## src/hw/rtl/tcf_pkg.sv

```systemverilog
// Shared types and constants of the tilt complementary filter block.
// No dependencies; used by the CORDIC unit and the top level.
`default_nettype none

package tcf_pkg;

  // CORDIC angle accumulator, degrees in Q16
  localparam int ZW      = 26;
  // CORDIC x/y datapath width
  localparam int XW      = 28;
  // arctangent table
  localparam int TAB_LEN = 24;
  localparam int TAB_IW  = 5;
  // gain-side operand width of the shared multiplier
  localparam int GW      = 19;

  // configuration port
  localparam int CFG_IW  = 3;
  localparam int CFG_DW  = 18;

  localparam logic signed [ZW-1:0] ANGLE_180 = 26'sd11796480;
  localparam logic [16:0] BLEND_ONE = 17'd65536;
  localparam logic [9:0]  DRIVE_MAX = 10'd1000;

  // reset values of the registers
  localparam logic [16:0] BLEND_WEIGHT_RST    = 17'd64225;
  localparam logic [15:0] RATE_STEP_SCALE_RST = 16'd16777;
  localparam logic [17:0] PROP_GAIN_RST       = 18'd32768;
  localparam logic [17:0] DERIV_GAIN_RST      = 18'd655;
  localparam logic [9:0]  DRIVE_LIMIT_RST     = 10'd100;

  typedef enum logic [CFG_IW-1:0] {
    REG_BLEND_WEIGHT    = 3'd0,
    REG_RATE_STEP_SCALE = 3'd1,
    REG_PROP_GAIN       = 3'd2,
    REG_DERIV_GAIN      = 3'd3,
    REG_DRIVE_LIMIT     = 3'd4
  } cfg_reg_t;

  // status of the CORDIC unit toward the sequencer
  typedef struct packed {
    logic                 done;
    logic signed [ZW-1:0] angle;
  } cord_stat_t;

  // atan(2^-i) in degrees, Q16
  function automatic logic signed [ZW-1:0] atan_lookup(input logic [TAB_IW-1:0] idx);
    logic signed [ZW-1:0] v;
    unique case (idx)
      5'd0:    v = 26'sd2949120;
      5'd1:    v = 26'sd1740967;
      5'd2:    v = 26'sd919879;
      5'd3:    v = 26'sd466945;
      5'd4:    v = 26'sd234379;
      5'd5:    v = 26'sd117304;
      5'd6:    v = 26'sd58666;
      5'd7:    v = 26'sd29335;
      5'd8:    v = 26'sd14668;
      5'd9:    v = 26'sd7334;
      5'd10:   v = 26'sd3667;
      5'd11:   v = 26'sd1833;
      5'd12:   v = 26'sd917;
      5'd13:   v = 26'sd458;
      5'd14:   v = 26'sd229;
      5'd15:   v = 26'sd115;
      5'd16:   v = 26'sd57;
      5'd17:   v = 26'sd29;
      5'd18:   v = 26'sd14;
      5'd19:   v = 26'sd7;
      5'd20:   v = 26'sd4;
      5'd21:   v = 26'sd2;
      5'd22:   v = 26'sd1;
      default: v = '0;
    endcase
    return v;
  endfunction

endpackage

`default_nettype wire

```

## src/hw/rtl/tcf_in_if.sv

```systemverilog
// Input channel of the tilt filter: one IMU sample plus target per beat.
// No dependencies.
`default_nettype none

interface tcf_in_if;
  logic               valid;
  logic               ready;
  logic signed [15:0] accel_x;
  logic signed [15:0] accel_z;
  logic signed [15:0] gyro_y;
  logic signed [16:0] balance_target;

  modport source (output valid, output accel_x, output accel_z, output gyro_y,
                  output balance_target, input ready);
  modport sink   (input valid, input accel_x, input accel_z, input gyro_y,
                  input balance_target, output ready);
endinterface

`default_nettype wire

```

## src/hw/rtl/tcf_out_if.sv

```systemverilog
// Output channel of the tilt filter: pitch, rate and balance drive per beat.
// No dependencies.
`default_nettype none

interface tcf_out_if;
  logic               valid;
  logic               ready;
  logic signed [16:0] pitch_estimate;
  logic signed [15:0] pitch_rate_out;
  logic signed [10:0] balance_drive;

  modport source (output valid, output pitch_estimate, output pitch_rate_out,
                  output balance_drive, input ready);
  modport sink   (input valid, input pitch_estimate, input pitch_rate_out,
                  input balance_drive, output ready);
endinterface

`default_nettype wire

```

## src/hw/rtl/tcf_cordic.sv

```systemverilog
// Iterative vectoring CORDIC: atan2(y, x) in degrees Q16, one rotation per cycle.
// Depends on tcf_pkg (widths, arctangent table, status struct).
`default_nettype none

module tcf_cordic #(
  parameter int STEPS = 16
) (
  input  wire logic               clk,
  input  wire logic               rst,
  input  wire logic               start,
  input  wire logic signed [16:0] x_in,
  input  wire logic signed [16:0] y_in,
  output tcf_pkg::cord_stat_t     stat
);

  localparam int CW = $clog2(STEPS + 1);

  logic signed [tcf_pkg::XW-1:0] x;
  logic signed [tcf_pkg::XW-1:0] y;
  logic signed [tcf_pkg::ZW-1:0] z;
  logic [CW-1:0]                 iter;
  logic                          busy;
  logic                          done;
  logic                          zero_vec;

  // pre-rotation by 180 degrees for negative x
  logic                          x_neg;
  logic signed [16:0]            xs;
  logic signed [16:0]            ys;
  logic signed [tcf_pkg::ZW-1:0] z0;
  // one micro-rotation
  logic signed [tcf_pkg::XW-1:0] xsh;
  logic signed [tcf_pkg::XW-1:0] ysh;
  logic signed [tcf_pkg::ZW-1:0] step_ang;

  always_comb begin
    x_neg = x_in < 0;
    xs    = x_neg ? 17'sd0 - x_in : x_in;
    ys    = x_neg ? 17'sd0 - y_in : y_in;
    if (x_neg) begin
      z0 = (y_in >= 0) ? tcf_pkg::ANGLE_180 : -tcf_pkg::ANGLE_180;
    end else begin
      z0 = '0;
    end
    xsh      = x >>> iter;
    ysh      = y >>> iter;
    step_ang = tcf_pkg::atan_lookup(tcf_pkg::TAB_IW'(iter));
  end

  // control: busy while rotating, done holds until the next start
  always_ff @(posedge clk) begin
    if (rst) begin
      busy <= 1'b0;
      done <= 1'b0;
      iter <= '0;
    end else if (start) begin
      busy <= 1'b1;
      done <= 1'b0;
      iter <= '0;
    end else if (busy) begin
      iter <= iter + 1'b1;
      if (iter == CW'(STEPS - 1)) begin
        busy <= 1'b0;
        done <= 1'b1;
      end
    end
  end

  // datapath
  always_ff @(posedge clk) begin
    if (start) begin
      x        <= {{(tcf_pkg::XW - 25){xs[16]}}, xs, 8'd0};
      y        <= {{(tcf_pkg::XW - 25){ys[16]}}, ys, 8'd0};
      z        <= z0;
      zero_vec <= (x_in == 0) && (y_in == 0);
    end else if (busy) begin
      if (y > 0) begin
        x <= x + ysh;
        y <= y - xsh;
        z <= z + step_ang;
      end else begin
        x <= x - ysh;
        y <= y + xsh;
        z <= z - step_ang;
      end
    end
  end

  assign stat.done  = done;
  assign stat.angle = zero_vec ? '0 : z;

endmodule

`default_nettype wire

```

## src/hw/rtl/tcf_mul.sv

```systemverilog
// Shared signed multiplier with a registered product and load enable.
// No dependencies.
`default_nettype none

module tcf_mul #(
  parameter int AW = 19,
  parameter int BW = 20
) (
  input  wire logic                     clk,
  input  wire logic                     en,
  input  wire logic signed [AW-1:0]     a,
  input  wire logic signed [BW-1:0]     b,
  output logic signed [AW+BW-1:0]       p
);

  // product holds while en is low
  always_ff @(posedge clk) begin
    if (en) begin
      p <= a * b;
    end
  end

endmodule

`default_nettype wire

```

## src/hw/rtl/tilt_complementary_filter_pd.sv

```systemverilog
// Tilt complementary filter with PD balance drive.
// Takes one sample at a time: a new input beat is accepted only in idle, after the
// previous result has gone into the output register; the five multiplies share one
// registered multiplier.
// Reset (synchronous): pitch cleared to zero, registers to defaults, channels idle.
`default_nettype none

module tilt_complementary_filter_pd #(
  parameter int CORDIC_STEPS    = 16,
  parameter int ANGLE_FRAC_BITS = 8
) (
  input  wire logic                         clk,
  input  wire logic                         rst,
  input  wire logic                         wr_en,
  input  wire logic [tcf_pkg::CFG_IW-1:0]   wr_index,
  input  wire logic [tcf_pkg::CFG_DW-1:0]   wr_data,
  tcf_in_if.sink                            in_ch,
  tcf_out_if.source                         out_ch
);

  localparam int AW = ((ANGLE_FRAC_BITS + 10 > 17) ? ANGLE_FRAC_BITS + 10 : 17) + 1;
  localparam int BW = AW + 1;
  localparam int PW = tcf_pkg::GW + BW;
  localparam int SW = PW + 1;
  localparam int DW = PW + ANGLE_FRAC_BITS + 2;

  localparam logic signed [PW-1:0] RND_RATE  = PW'(1 << 15);
  localparam logic signed [SW-1:0] RND_BLEND = SW'(1 << 15);
  localparam logic signed [DW-1:0] RND_DRIVE = DW'(1 << (15 + ANGLE_FRAC_BITS));
  localparam logic signed [tcf_pkg::ZW-1:0] RND_ACC = tcf_pkg::ZW'(1 << (15 - ANGLE_FRAC_BITS));
  localparam logic signed [SW-1:0] PMAX      = SW'(180 << ANGLE_FRAC_BITS);

  typedef enum logic [8:0] {
    S_IDLE  = 9'b000000001,
    S_RATE  = 9'b000000010,
    S_KD    = 9'b000000100,
    S_PRED  = 9'b000001000,
    S_WAIT  = 9'b000010000,
    S_ACC   = 9'b000100000,
    S_BLEND = 9'b001000000,
    S_KP    = 9'b010000000,
    S_DRIVE = 9'b100000000
  } state_t;

  state_t state;
  state_t state_next;

  // configuration registers
  logic [16:0] blend_weight;
  logic [15:0] rate_step_scale;
  logic [17:0] prop_gain;
  logic [17:0] deriv_gain;
  logic [9:0]  drive_limit;

  // per-item and filter state
  logic signed [15:0]   gyro;
  logic signed [16:0]   target;
  logic signed [AW-1:0] pitch;
  logic signed [AW-1:0] pred;
  logic signed [PW-1:0] kd_prod;
  logic signed [PW-1:0] wp_prod;

  // output register
  logic               out_valid;
  logic signed [16:0] out_pitch;
  logic signed [15:0] out_rate;
  logic signed [10:0] out_drive;

  logic in_beat;
  logic out_free;

  // CORDIC and multiplier hookup
  logic                      cord_start;
  logic signed [16:0]        cord_x;
  logic signed [16:0]        cord_y;
  tcf_pkg::cord_stat_t       cord_stat;
  logic                      mul_en;
  logic signed [tcf_pkg::GW-1:0] mul_a;
  logic signed [BW-1:0]      mul_b;
  logic signed [PW-1:0]      mul_p;

  // arithmetic around the multiplier
  logic [16:0]          w_eff;
  logic [16:0]          w_comp;
  logic [9:0]           lim;
  logic signed [DW-1:0] lim_s;
  logic signed [PW-1:0] rate_sum;
  logic signed [PW-1:0] rate_inc;
  logic signed [AW-1:0] pred_next;
  logic signed [tcf_pkg::ZW-1:0] acc_sum;
  logic signed [tcf_pkg::ZW-1:0] acc_shift;
  logic signed [AW-1:0] acc_q;
  logic signed [SW-1:0] blend_sum;
  logic signed [SW-1:0] blend_q;
  logic signed [AW-1:0] pitch_next;
  logic signed [BW-1:0] err;
  logic signed [DW-1:0] drive_sum;
  logic signed [DW-1:0] drive_q;
  logic signed [DW-1:0] drive_sat;

  assign in_ch.ready = (state == S_IDLE);
  assign in_beat     = in_ch.valid && in_ch.ready;
  assign out_free    = !out_valid || out_ch.ready;

  // configuration writes
  always_ff @(posedge clk) begin
    if (rst) begin
      blend_weight    <= tcf_pkg::BLEND_WEIGHT_RST;
      rate_step_scale <= tcf_pkg::RATE_STEP_SCALE_RST;
      prop_gain       <= tcf_pkg::PROP_GAIN_RST;
      deriv_gain      <= tcf_pkg::DERIV_GAIN_RST;
      drive_limit     <= tcf_pkg::DRIVE_LIMIT_RST;
    end else if (wr_en) begin
      unique case (wr_index)
        tcf_pkg::REG_BLEND_WEIGHT:    blend_weight    <= wr_data[16:0];
        tcf_pkg::REG_RATE_STEP_SCALE: rate_step_scale <= wr_data[15:0];
        tcf_pkg::REG_PROP_GAIN:       prop_gain       <= wr_data[17:0];
        tcf_pkg::REG_DERIV_GAIN:      deriv_gain      <= wr_data[17:0];
        tcf_pkg::REG_DRIVE_LIMIT:     drive_limit     <= wr_data[9:0];
        default: ;
      endcase
    end
  end

  // CORDIC runs atan2(-accel_x, accel_z) from the input beat on
  assign cord_start = in_beat;
  assign cord_x     = {in_ch.accel_z[15], in_ch.accel_z};
  assign cord_y     = 17'sd0 - $signed({in_ch.accel_x[15], in_ch.accel_x});

  tcf_cordic #(
    .STEPS (CORDIC_STEPS)
  ) u_cordic (
    .clk   (clk),
    .rst   (rst),
    .start (cord_start),
    .x_in  (cord_x),
    .y_in  (cord_y),
    .stat  (cord_stat)
  );

  // clamped register views
  always_comb begin
    w_eff  = (blend_weight > tcf_pkg::BLEND_ONE) ? tcf_pkg::BLEND_ONE : blend_weight;
    w_comp = tcf_pkg::BLEND_ONE - w_eff;
    lim    = (drive_limit > tcf_pkg::DRIVE_MAX) ? tcf_pkg::DRIVE_MAX : drive_limit;
    lim_s  = DW'($signed({1'b0, lim}));
  end

  // operand select for the shared multiplier
  always_comb begin
    mul_en = 1'b1;
    mul_a  = '0;
    mul_b  = '0;
    err    = BW'(target) - BW'(pitch);
    unique case (state)
      S_RATE: begin
        mul_a = $signed({3'b000, rate_step_scale});
        mul_b = BW'(gyro);
      end
      S_KD: begin
        mul_a = $signed({1'b0, deriv_gain});
        mul_b = BW'(gyro);
      end
      S_PRED: begin
        mul_a = $signed({2'b00, w_eff});
        mul_b = BW'(pred);
      end
      S_ACC: begin
        mul_a = $signed({2'b00, w_comp});
        mul_b = BW'(acc_q);
      end
      S_KP: begin
        mul_a = $signed({1'b0, prop_gain});
        mul_b = err;
      end
      default: mul_en = 1'b0;
    endcase
  end

  tcf_mul #(
    .AW (tcf_pkg::GW),
    .BW (BW)
  ) u_mul (
    .clk (clk),
    .en  (mul_en),
    .a   (mul_a),
    .b   (mul_b),
    .p   (mul_p)
  );

  // rounding, blend and saturation
  always_comb begin
    rate_sum  = mul_p + RND_RATE;
    rate_inc  = rate_sum >>> 16;
    pred_next = pitch + AW'(rate_inc);

    acc_sum   = cord_stat.angle + RND_ACC;
    acc_shift = acc_sum >>> (16 - ANGLE_FRAC_BITS);
    acc_q     = AW'(acc_shift);

    blend_sum = SW'(wp_prod) + SW'(mul_p) + RND_BLEND;
    blend_q   = blend_sum >>> 16;
    priority if (blend_q > PMAX) begin
      pitch_next = AW'(PMAX);
    end else if (blend_q < -PMAX) begin
      pitch_next = AW'(-PMAX);
    end else begin
      pitch_next = AW'(blend_q);
    end

    drive_sum = RND_DRIVE - DW'(mul_p) - (DW'(kd_prod) <<< ANGLE_FRAC_BITS);
    drive_q   = drive_sum >>> (16 + ANGLE_FRAC_BITS);
    priority if (drive_q > lim_s) begin
      drive_sat = lim_s;
    end else if (drive_q < -lim_s) begin
      drive_sat = -lim_s;
    end else begin
      drive_sat = drive_q;
    end
  end

  // sequencer
  always_comb begin
    state_next = state;
    unique case (state)
      S_IDLE:  if (in_beat) state_next = S_RATE;
      S_RATE:  state_next = S_KD;
      S_KD:    state_next = S_PRED;
      S_PRED:  state_next = S_WAIT;
      S_WAIT:  if (cord_stat.done) state_next = S_ACC;
      S_ACC:   state_next = S_BLEND;
      S_BLEND: state_next = S_KP;
      S_KP:    state_next = S_DRIVE;
      S_DRIVE: if (out_free) state_next = S_IDLE;
      default: state_next = S_IDLE;
    endcase
  end

  always_ff @(posedge clk) begin
    if (rst) begin
      state <= S_IDLE;
      pitch <= '0;
    end else begin
      state <= state_next;
      if (state == S_BLEND) begin
        pitch <= pitch_next;
      end
    end
  end

  // item payload registers
  always_ff @(posedge clk) begin
    if (in_beat) begin
      gyro   <= in_ch.gyro_y;
      target <= in_ch.balance_target;
    end
    if (state == S_KD) begin
      pred <= pred_next;
    end
    if (state == S_PRED) begin
      kd_prod <= mul_p;
    end
    if (state == S_ACC) begin
      wp_prod <= mul_p;
    end
  end

  // output register
  always_ff @(posedge clk) begin
    if (rst) begin
      out_valid <= 1'b0;
    end else if (state == S_DRIVE && out_free) begin
      out_valid <= 1'b1;
    end else if (out_ch.ready) begin
      out_valid <= 1'b0;
    end
  end

  always_ff @(posedge clk) begin
    if (state == S_DRIVE && out_free) begin
      out_pitch <= pitch[16:0];
      out_rate  <= gyro;
      out_drive <= drive_sat[10:0];
    end
  end

  assign out_ch.valid          = out_valid;
  assign out_ch.pitch_estimate = out_pitch;
  assign out_ch.pitch_rate_out = out_rate;
  assign out_ch.balance_drive  = out_drive;

endmodule

`default_nettype wire

```

## src/flat_wrapper.sv

```systemverilog
// flat-port wrapper written by rule: the top's interface ports become plain ports
module tilt_complementary_filter_pd_flat 
#(
  parameter int CORDIC_STEPS    = 16,
  parameter int ANGLE_FRAC_BITS = 8
)
  (clk, rst, wr_en, wr_index, wr_data, in_ch_valid, in_ch_accel_x, in_ch_accel_z, in_ch_gyro_y, in_ch_balance_target, in_ch_ready, out_ch_valid, out_ch_pitch_estimate, out_ch_pitch_rate_out, out_ch_balance_drive, out_ch_ready);
  tcf_in_if in_ch_i ();
  tcf_out_if out_ch_i ();
  input  wire logic clk;
  input  wire logic rst;
  input  wire logic wr_en;
  input  wire logic [tcf_pkg::CFG_IW-1:0] wr_index;
  input  wire logic [tcf_pkg::CFG_DW-1:0] wr_data;
  input wire logic [$bits(in_ch_i.valid)-1:0] in_ch_valid;
  input wire logic [$bits(in_ch_i.accel_x)-1:0] in_ch_accel_x;
  input wire logic [$bits(in_ch_i.accel_z)-1:0] in_ch_accel_z;
  input wire logic [$bits(in_ch_i.gyro_y)-1:0] in_ch_gyro_y;
  input wire logic [$bits(in_ch_i.balance_target)-1:0] in_ch_balance_target;
  output wire logic [$bits(in_ch_i.ready)-1:0] in_ch_ready;
  output wire logic [$bits(out_ch_i.valid)-1:0] out_ch_valid;
  output wire logic [$bits(out_ch_i.pitch_estimate)-1:0] out_ch_pitch_estimate;
  output wire logic [$bits(out_ch_i.pitch_rate_out)-1:0] out_ch_pitch_rate_out;
  output wire logic [$bits(out_ch_i.balance_drive)-1:0] out_ch_balance_drive;
  input wire logic [$bits(out_ch_i.ready)-1:0] out_ch_ready;
  assign in_ch_i.valid = in_ch_valid;
  assign in_ch_i.accel_x = in_ch_accel_x;
  assign in_ch_i.accel_z = in_ch_accel_z;
  assign in_ch_i.gyro_y = in_ch_gyro_y;
  assign in_ch_i.balance_target = in_ch_balance_target;
  assign in_ch_ready = in_ch_i.ready;
  assign out_ch_valid = out_ch_i.valid;
  assign out_ch_pitch_estimate = out_ch_i.pitch_estimate;
  assign out_ch_pitch_rate_out = out_ch_i.pitch_rate_out;
  assign out_ch_balance_drive = out_ch_i.balance_drive;
  assign out_ch_i.ready = out_ch_ready;
  tilt_complementary_filter_pd #(.CORDIC_STEPS(CORDIC_STEPS), .ANGLE_FRAC_BITS(ANGLE_FRAC_BITS)) u_core (.clk(clk), .rst(rst), .wr_en(wr_en), .wr_index(wr_index), .wr_data(wr_data), .in_ch(in_ch_i), .out_ch(out_ch_i));
endmodule
```

## config.mk

```make
export PLATFORM = sky130hd
export DESIGN_NAME = tilt_complementary_filter_pd_flat
export DESIGN_NICKNAME = d
export VERILOG_FILES = /design/src/hw/rtl/tcf_pkg.sv /design/src/hw/rtl/tcf_in_if.sv /design/src/hw/rtl/tcf_out_if.sv /design/src/hw/rtl/tcf_cordic.sv /design/src/hw/rtl/tcf_mul.sv /design/src/hw/rtl/tilt_complementary_filter_pd.sv /design/src/flat_wrapper.sv
export SDC_FILE = /design/constraint.sdc
export NUM_CORES = 2
export LEC_CHECK = 0
export BUFFER_PORTS_ARGS = -buffer_cell sky130_fd_sc_hd__clkbuf_2
export CELL_PAD_IN_SITES_DETAIL_PLACEMENT = 0
export CELL_PAD_IN_SITES_GLOBAL_PLACEMENT = 1
export CORE_ASPECT_RATIO = 1.25
export CORE_MARGIN = 2
export CORE_UTILIZATION = 42
export DETAILED_ROUTE_END_ITERATION = 10
export MAX_ROUTING_LAYER = met4
export PLACE_DENSITY_LB_ADDON = 0.1
export RECOVER_POWER = 25
export SYNTH_ARGS = -nofsm -noshare
export SYNTH_HDL_FRONTEND = slang
export SYNTH_SLANG_ARGS = --single-unit
```

## constraint.sdc

```tcl
create_clock -name clk -period 12 [get_ports clk]
set_input_delay 2.4 -clock clk [delete_from_list [all_inputs] [get_ports clk]]
set_output_delay 2.4 -clock clk [all_outputs]
set_load 0.1 [all_outputs]
```

==> results.md <==
- CTS H-tree depth: 2
- Mean Syn Cell Area: 8.921 µm²
- CP bufs+invs: 5
- CTS tree: yes
- First-pass GRT wire length: 231200 µm
- Crit-path max FO: 10
- Vias in the first global route: 38640
- Area of the core: 111400 µm²
- WL/cell: 22.04 µm
- Hold Path End: u_core.prop_gain[16]
- Top FF cell, synth: edfxtp_1
- Gpl congestion: 0.9602
- Top-area cell type share of the netlist area: 17.83%
- CTS root buf: clkbuf_16
- Fin crit share: 93.93%
- Worst vdd ir: 0.2687 mV
- Syn Std Cell Area: 47170 µm²
- Sequential share of power: 23.4%
- Nets: 6269
- Synthesized flop and latch total: 433
- DRT Wirelength: 151500 µm
- Logic pwr share: 60.0%
- RSZ-0062 raised after global routing: no
- FILL cells: 11060
- Ratio of cells with drive above 1 in the final layout: 8.426%
- IO Pins: 137
- Placed cell area: 49640 µm²
- Beginning of the worst hold path: u_core.prop_gain[16]
- Initial core utilization: 42.33%
- Post-synth EDFFs: 280
- Total GRT Usage: 26.92%
- Area leader, netlist: edfxtp_1
- Leak: 0.02285 µW
- Bufs on Longest Clock Path: 3
- Slew Viols, Final: 29
- Clk sinks: 433
- Seq/Total Area, Yosys: 24.32%
- Worst slack, placed: 0.7696 ns
- Worst Path Required: 12.40 ns
- Slowest stage delay, CP: 0.71 ns
- Clock power share: 16.6%
- Worst R2R Path Depth: 35
- Avg Vias per Cell: 5.589
- Worst Path Arrival: 11.67 ns
- Die area: 115000 µm²
- Final Hold Fails: 0
- Crit-path slowest cell: o31ai_1
- Yosys warnings: 0
- Async set or reset register ratio after synthesis: 0%
- DRC: 0
- Grt ovf: 0
- Failing checks: capacitance limit, slew limit
- Net Switching: 4575 µW
- WS Path Type: reg -> reg
- Period minus WS final: 11.27 ns
- Status: finished with violations
- Final setup viols: 0
- Layout area overhead: 8.971%
- Routed vias: 38410
- Site row count: 137
- Setup bufs post-CTS: 0
- Initial antenna violation count: 2
- CTS-repair resized insts: 0
- Die H: 378.7 µm
- CP Capture Type: register
- Syn_nets: 6189
- R2R Path Start: u_core.pitch[1]
- Internal: 5383 µW
- Post-DP HPWL: 122600 µm
- HP Class: reg -> reg
- Fmax: 88.71 MHz
- Synth unique cells: 90
- CTS Buf Count: 53
- Clock Skew: 0.04233 ns
- R2R setup slack: 0.73 ns
- Starting DRT DRC Count: 2421
- Hold-fix buffers, CTS: 0
- Post-route ant nets: 0
- Finished Cell Area: 51400 µm²
- Largest net degree at the start of global routing: 59
- Max Cap Viol: 1
- Setup TNS: 0 ns
- Cells after synthesis: 5287
- Final Util: 46.13%
- Pwr Density: 193.7 nW/µm²
- Setup crit start kind: register
- 1st-pass router iterations: 6
- R2R Path End: u_core.u_mul.p[37]
- Worst slew pin tran: 1.548 ns
- Cell repeated most along the worst path: fa_1
- PortBufs: 136
- Sw Share: 45.94%
- Power Total: 9958 µW
- Slew HR: -3.179%
- Final setup margin: 0.7279 ns
- Worst Hold Path Cells: 2
- Worst-path clk slew: 0.06 ns
- Crit path from: u_core.pitch[1]
- Largest cells by area after synthesis: edfxtp_1, fa_1, ha_1
- Kind of cell adding the most delay to the critical path: compound AO/OA/AOI/OAI gates
- Die width: 303.7 µm
- Worst skew pair latency: 0.67 ns
-- metrics by stage --
step / hold slack (ns) / instances
6_report: 0.4547 / 6873
5_1_grt: 0.4713 / 6872
4_1_cts: 0.4544 / 6871
3_5_place_dp: 0.4460 / 6771
3_3_place_gp: 0.4412 / 6771
2_1_floorplan: 0.4262 / 5287
-- layer usage --
layer | global-route usage (%) | routed length, µm | vias to the layer above
met5 | - | 0 | -
met4 | 8.739 | 5238 | 0
met3 | 2.339 | 5611 | 213
met2 | 47.39 | 75870 | 860
met1 | 32.67 | 64770 | 18970
li1 | - | - | 18370
-- state kept, by name, summed over array words and instances, names as in the netlist, 5 cells and up --
signal and cells:
u_core.kd_prod 39, u_core.u_mul.p 39, u_core.wp_prod 39, u_core.u_cordic.x 28
u_core.u_cordic.y 28, u_core.u_cordic.z 26, u_core.u_cordic.step_ang 22, u_core.pitch 19
u_core.pred 19, u_core.deriv_gain 18, u_core.prop_gain 18, u_core.blend_weight 17
u_core.out_ch.pitch_estimate 17, u_core.target 17, u_core.gyro 16, u_core.out_ch.pitch_rate_out 16
u_core.rate_step_scale 16, u_core.out_ch.balance_drive 11, u_core.drive_limit 10, u_core.state 9
u_core.u_cordic.iter 5
-- layout make-up --
class	instances	area (µm²)	share of cell area, %
Antenna cell	2	5.005	0.009737
Clock buffer	69	1459	2.838
Clock inverter	31	314.1	0.6110
Inverter	672	2525	4.912
Multi-Input combinational cell	3991	32520	63.27
Sequential cell	433	11480	22.34
Tap cell	1459	1826	3.552
Timing Repair Buffer	216	1270	2.471
-- Yosys cell counts (52+ instances only) --
master,number
inv_1,669
nand2_1,630
ha_1,441
nor2_1,434
fa_1,370
a21oi_1,326
edfxtp_1,280
o21ai_0,197
xnor2_1,195
clkbuf_1,156
dfxtp_1,153
xor2_1,118
nand3_1,114
nor3_1,114
a21o_1,79
mux2i_1,71
mux4_2,69
nand2b_1,56
nor2b_1,52
-- cell families after synthesis --
group,synth area share [%]
xor+xnor,5.812
simple gates,16.15
buf+inv,6.921
mux,5.446
flops,24.32
compound gates,13.95
fa+ha+maj,27.40
-- placed cells by master, fill, tap and decap left out, types with 40 or more instances in the layout --
master	count
dfxtp_1	149
mux2i_1	71
inv_1	670
o21a_1	50
a21oi_1	325
nand3_1	114
nor2b_1	49
xnor2_1	195
clkbuf_2	129
nor2_1	432
o22ai_1	50
clkbuf_16	55
o21ai_0	196
nand2_1	629
fa_1	370
xor2_1	118
edfxtp_1	280
nor3_1	113
and3_1	40
mux4_2	69
buf_4	79
nand2b_1	55
ha_1	441
a21o_1	79
-- worst max-delay path by stage --
stage                         endpoint  slack (ns)  depth (start not counted)
global placement    u_core.u_mul.p[37]        0.82                         35
CTS                 u_core.u_mul.p[37]        0.75                         35
floorplan           u_core.u_mul.p[37]        1.48                         39
global route        u_core.u_mul.p[37]        0.12                         35
detailed placement  u_core.u_mul.p[37]        0.77                         35
finish              u_core.u_mul.p[37]        0.73                         35
-- worst register-to-register path, delay by kind of cell, from the launching register on --
family | cells | cell delay (ns)
AOI/OAI and AO/OA | 16 | 5.11
adders and majority gates | 8 | 3.67
and+or+nand+nor | 5 | 1.31
DFF | 1 | 0.48
buffers and inverters | 5 | 0.36
xor gates and xnor gates | 1 | 0.08
-- power groups by stage --
stage | clock [µW] | sequential, µW | combinational (µW)
2_1_floorplan | 0 | 2180 | 4550
3_3_place_gp | 0 | 2360 | 5940
3_5_place_dp | 0 | 2360 | 5930
4_1_cts | 1700 | 2330 | 5990
5_1_grt | 1760 | 2360 | 6650
6_report | 1650 | 2330 | 5980
Power figures use the tool's default switching activity.
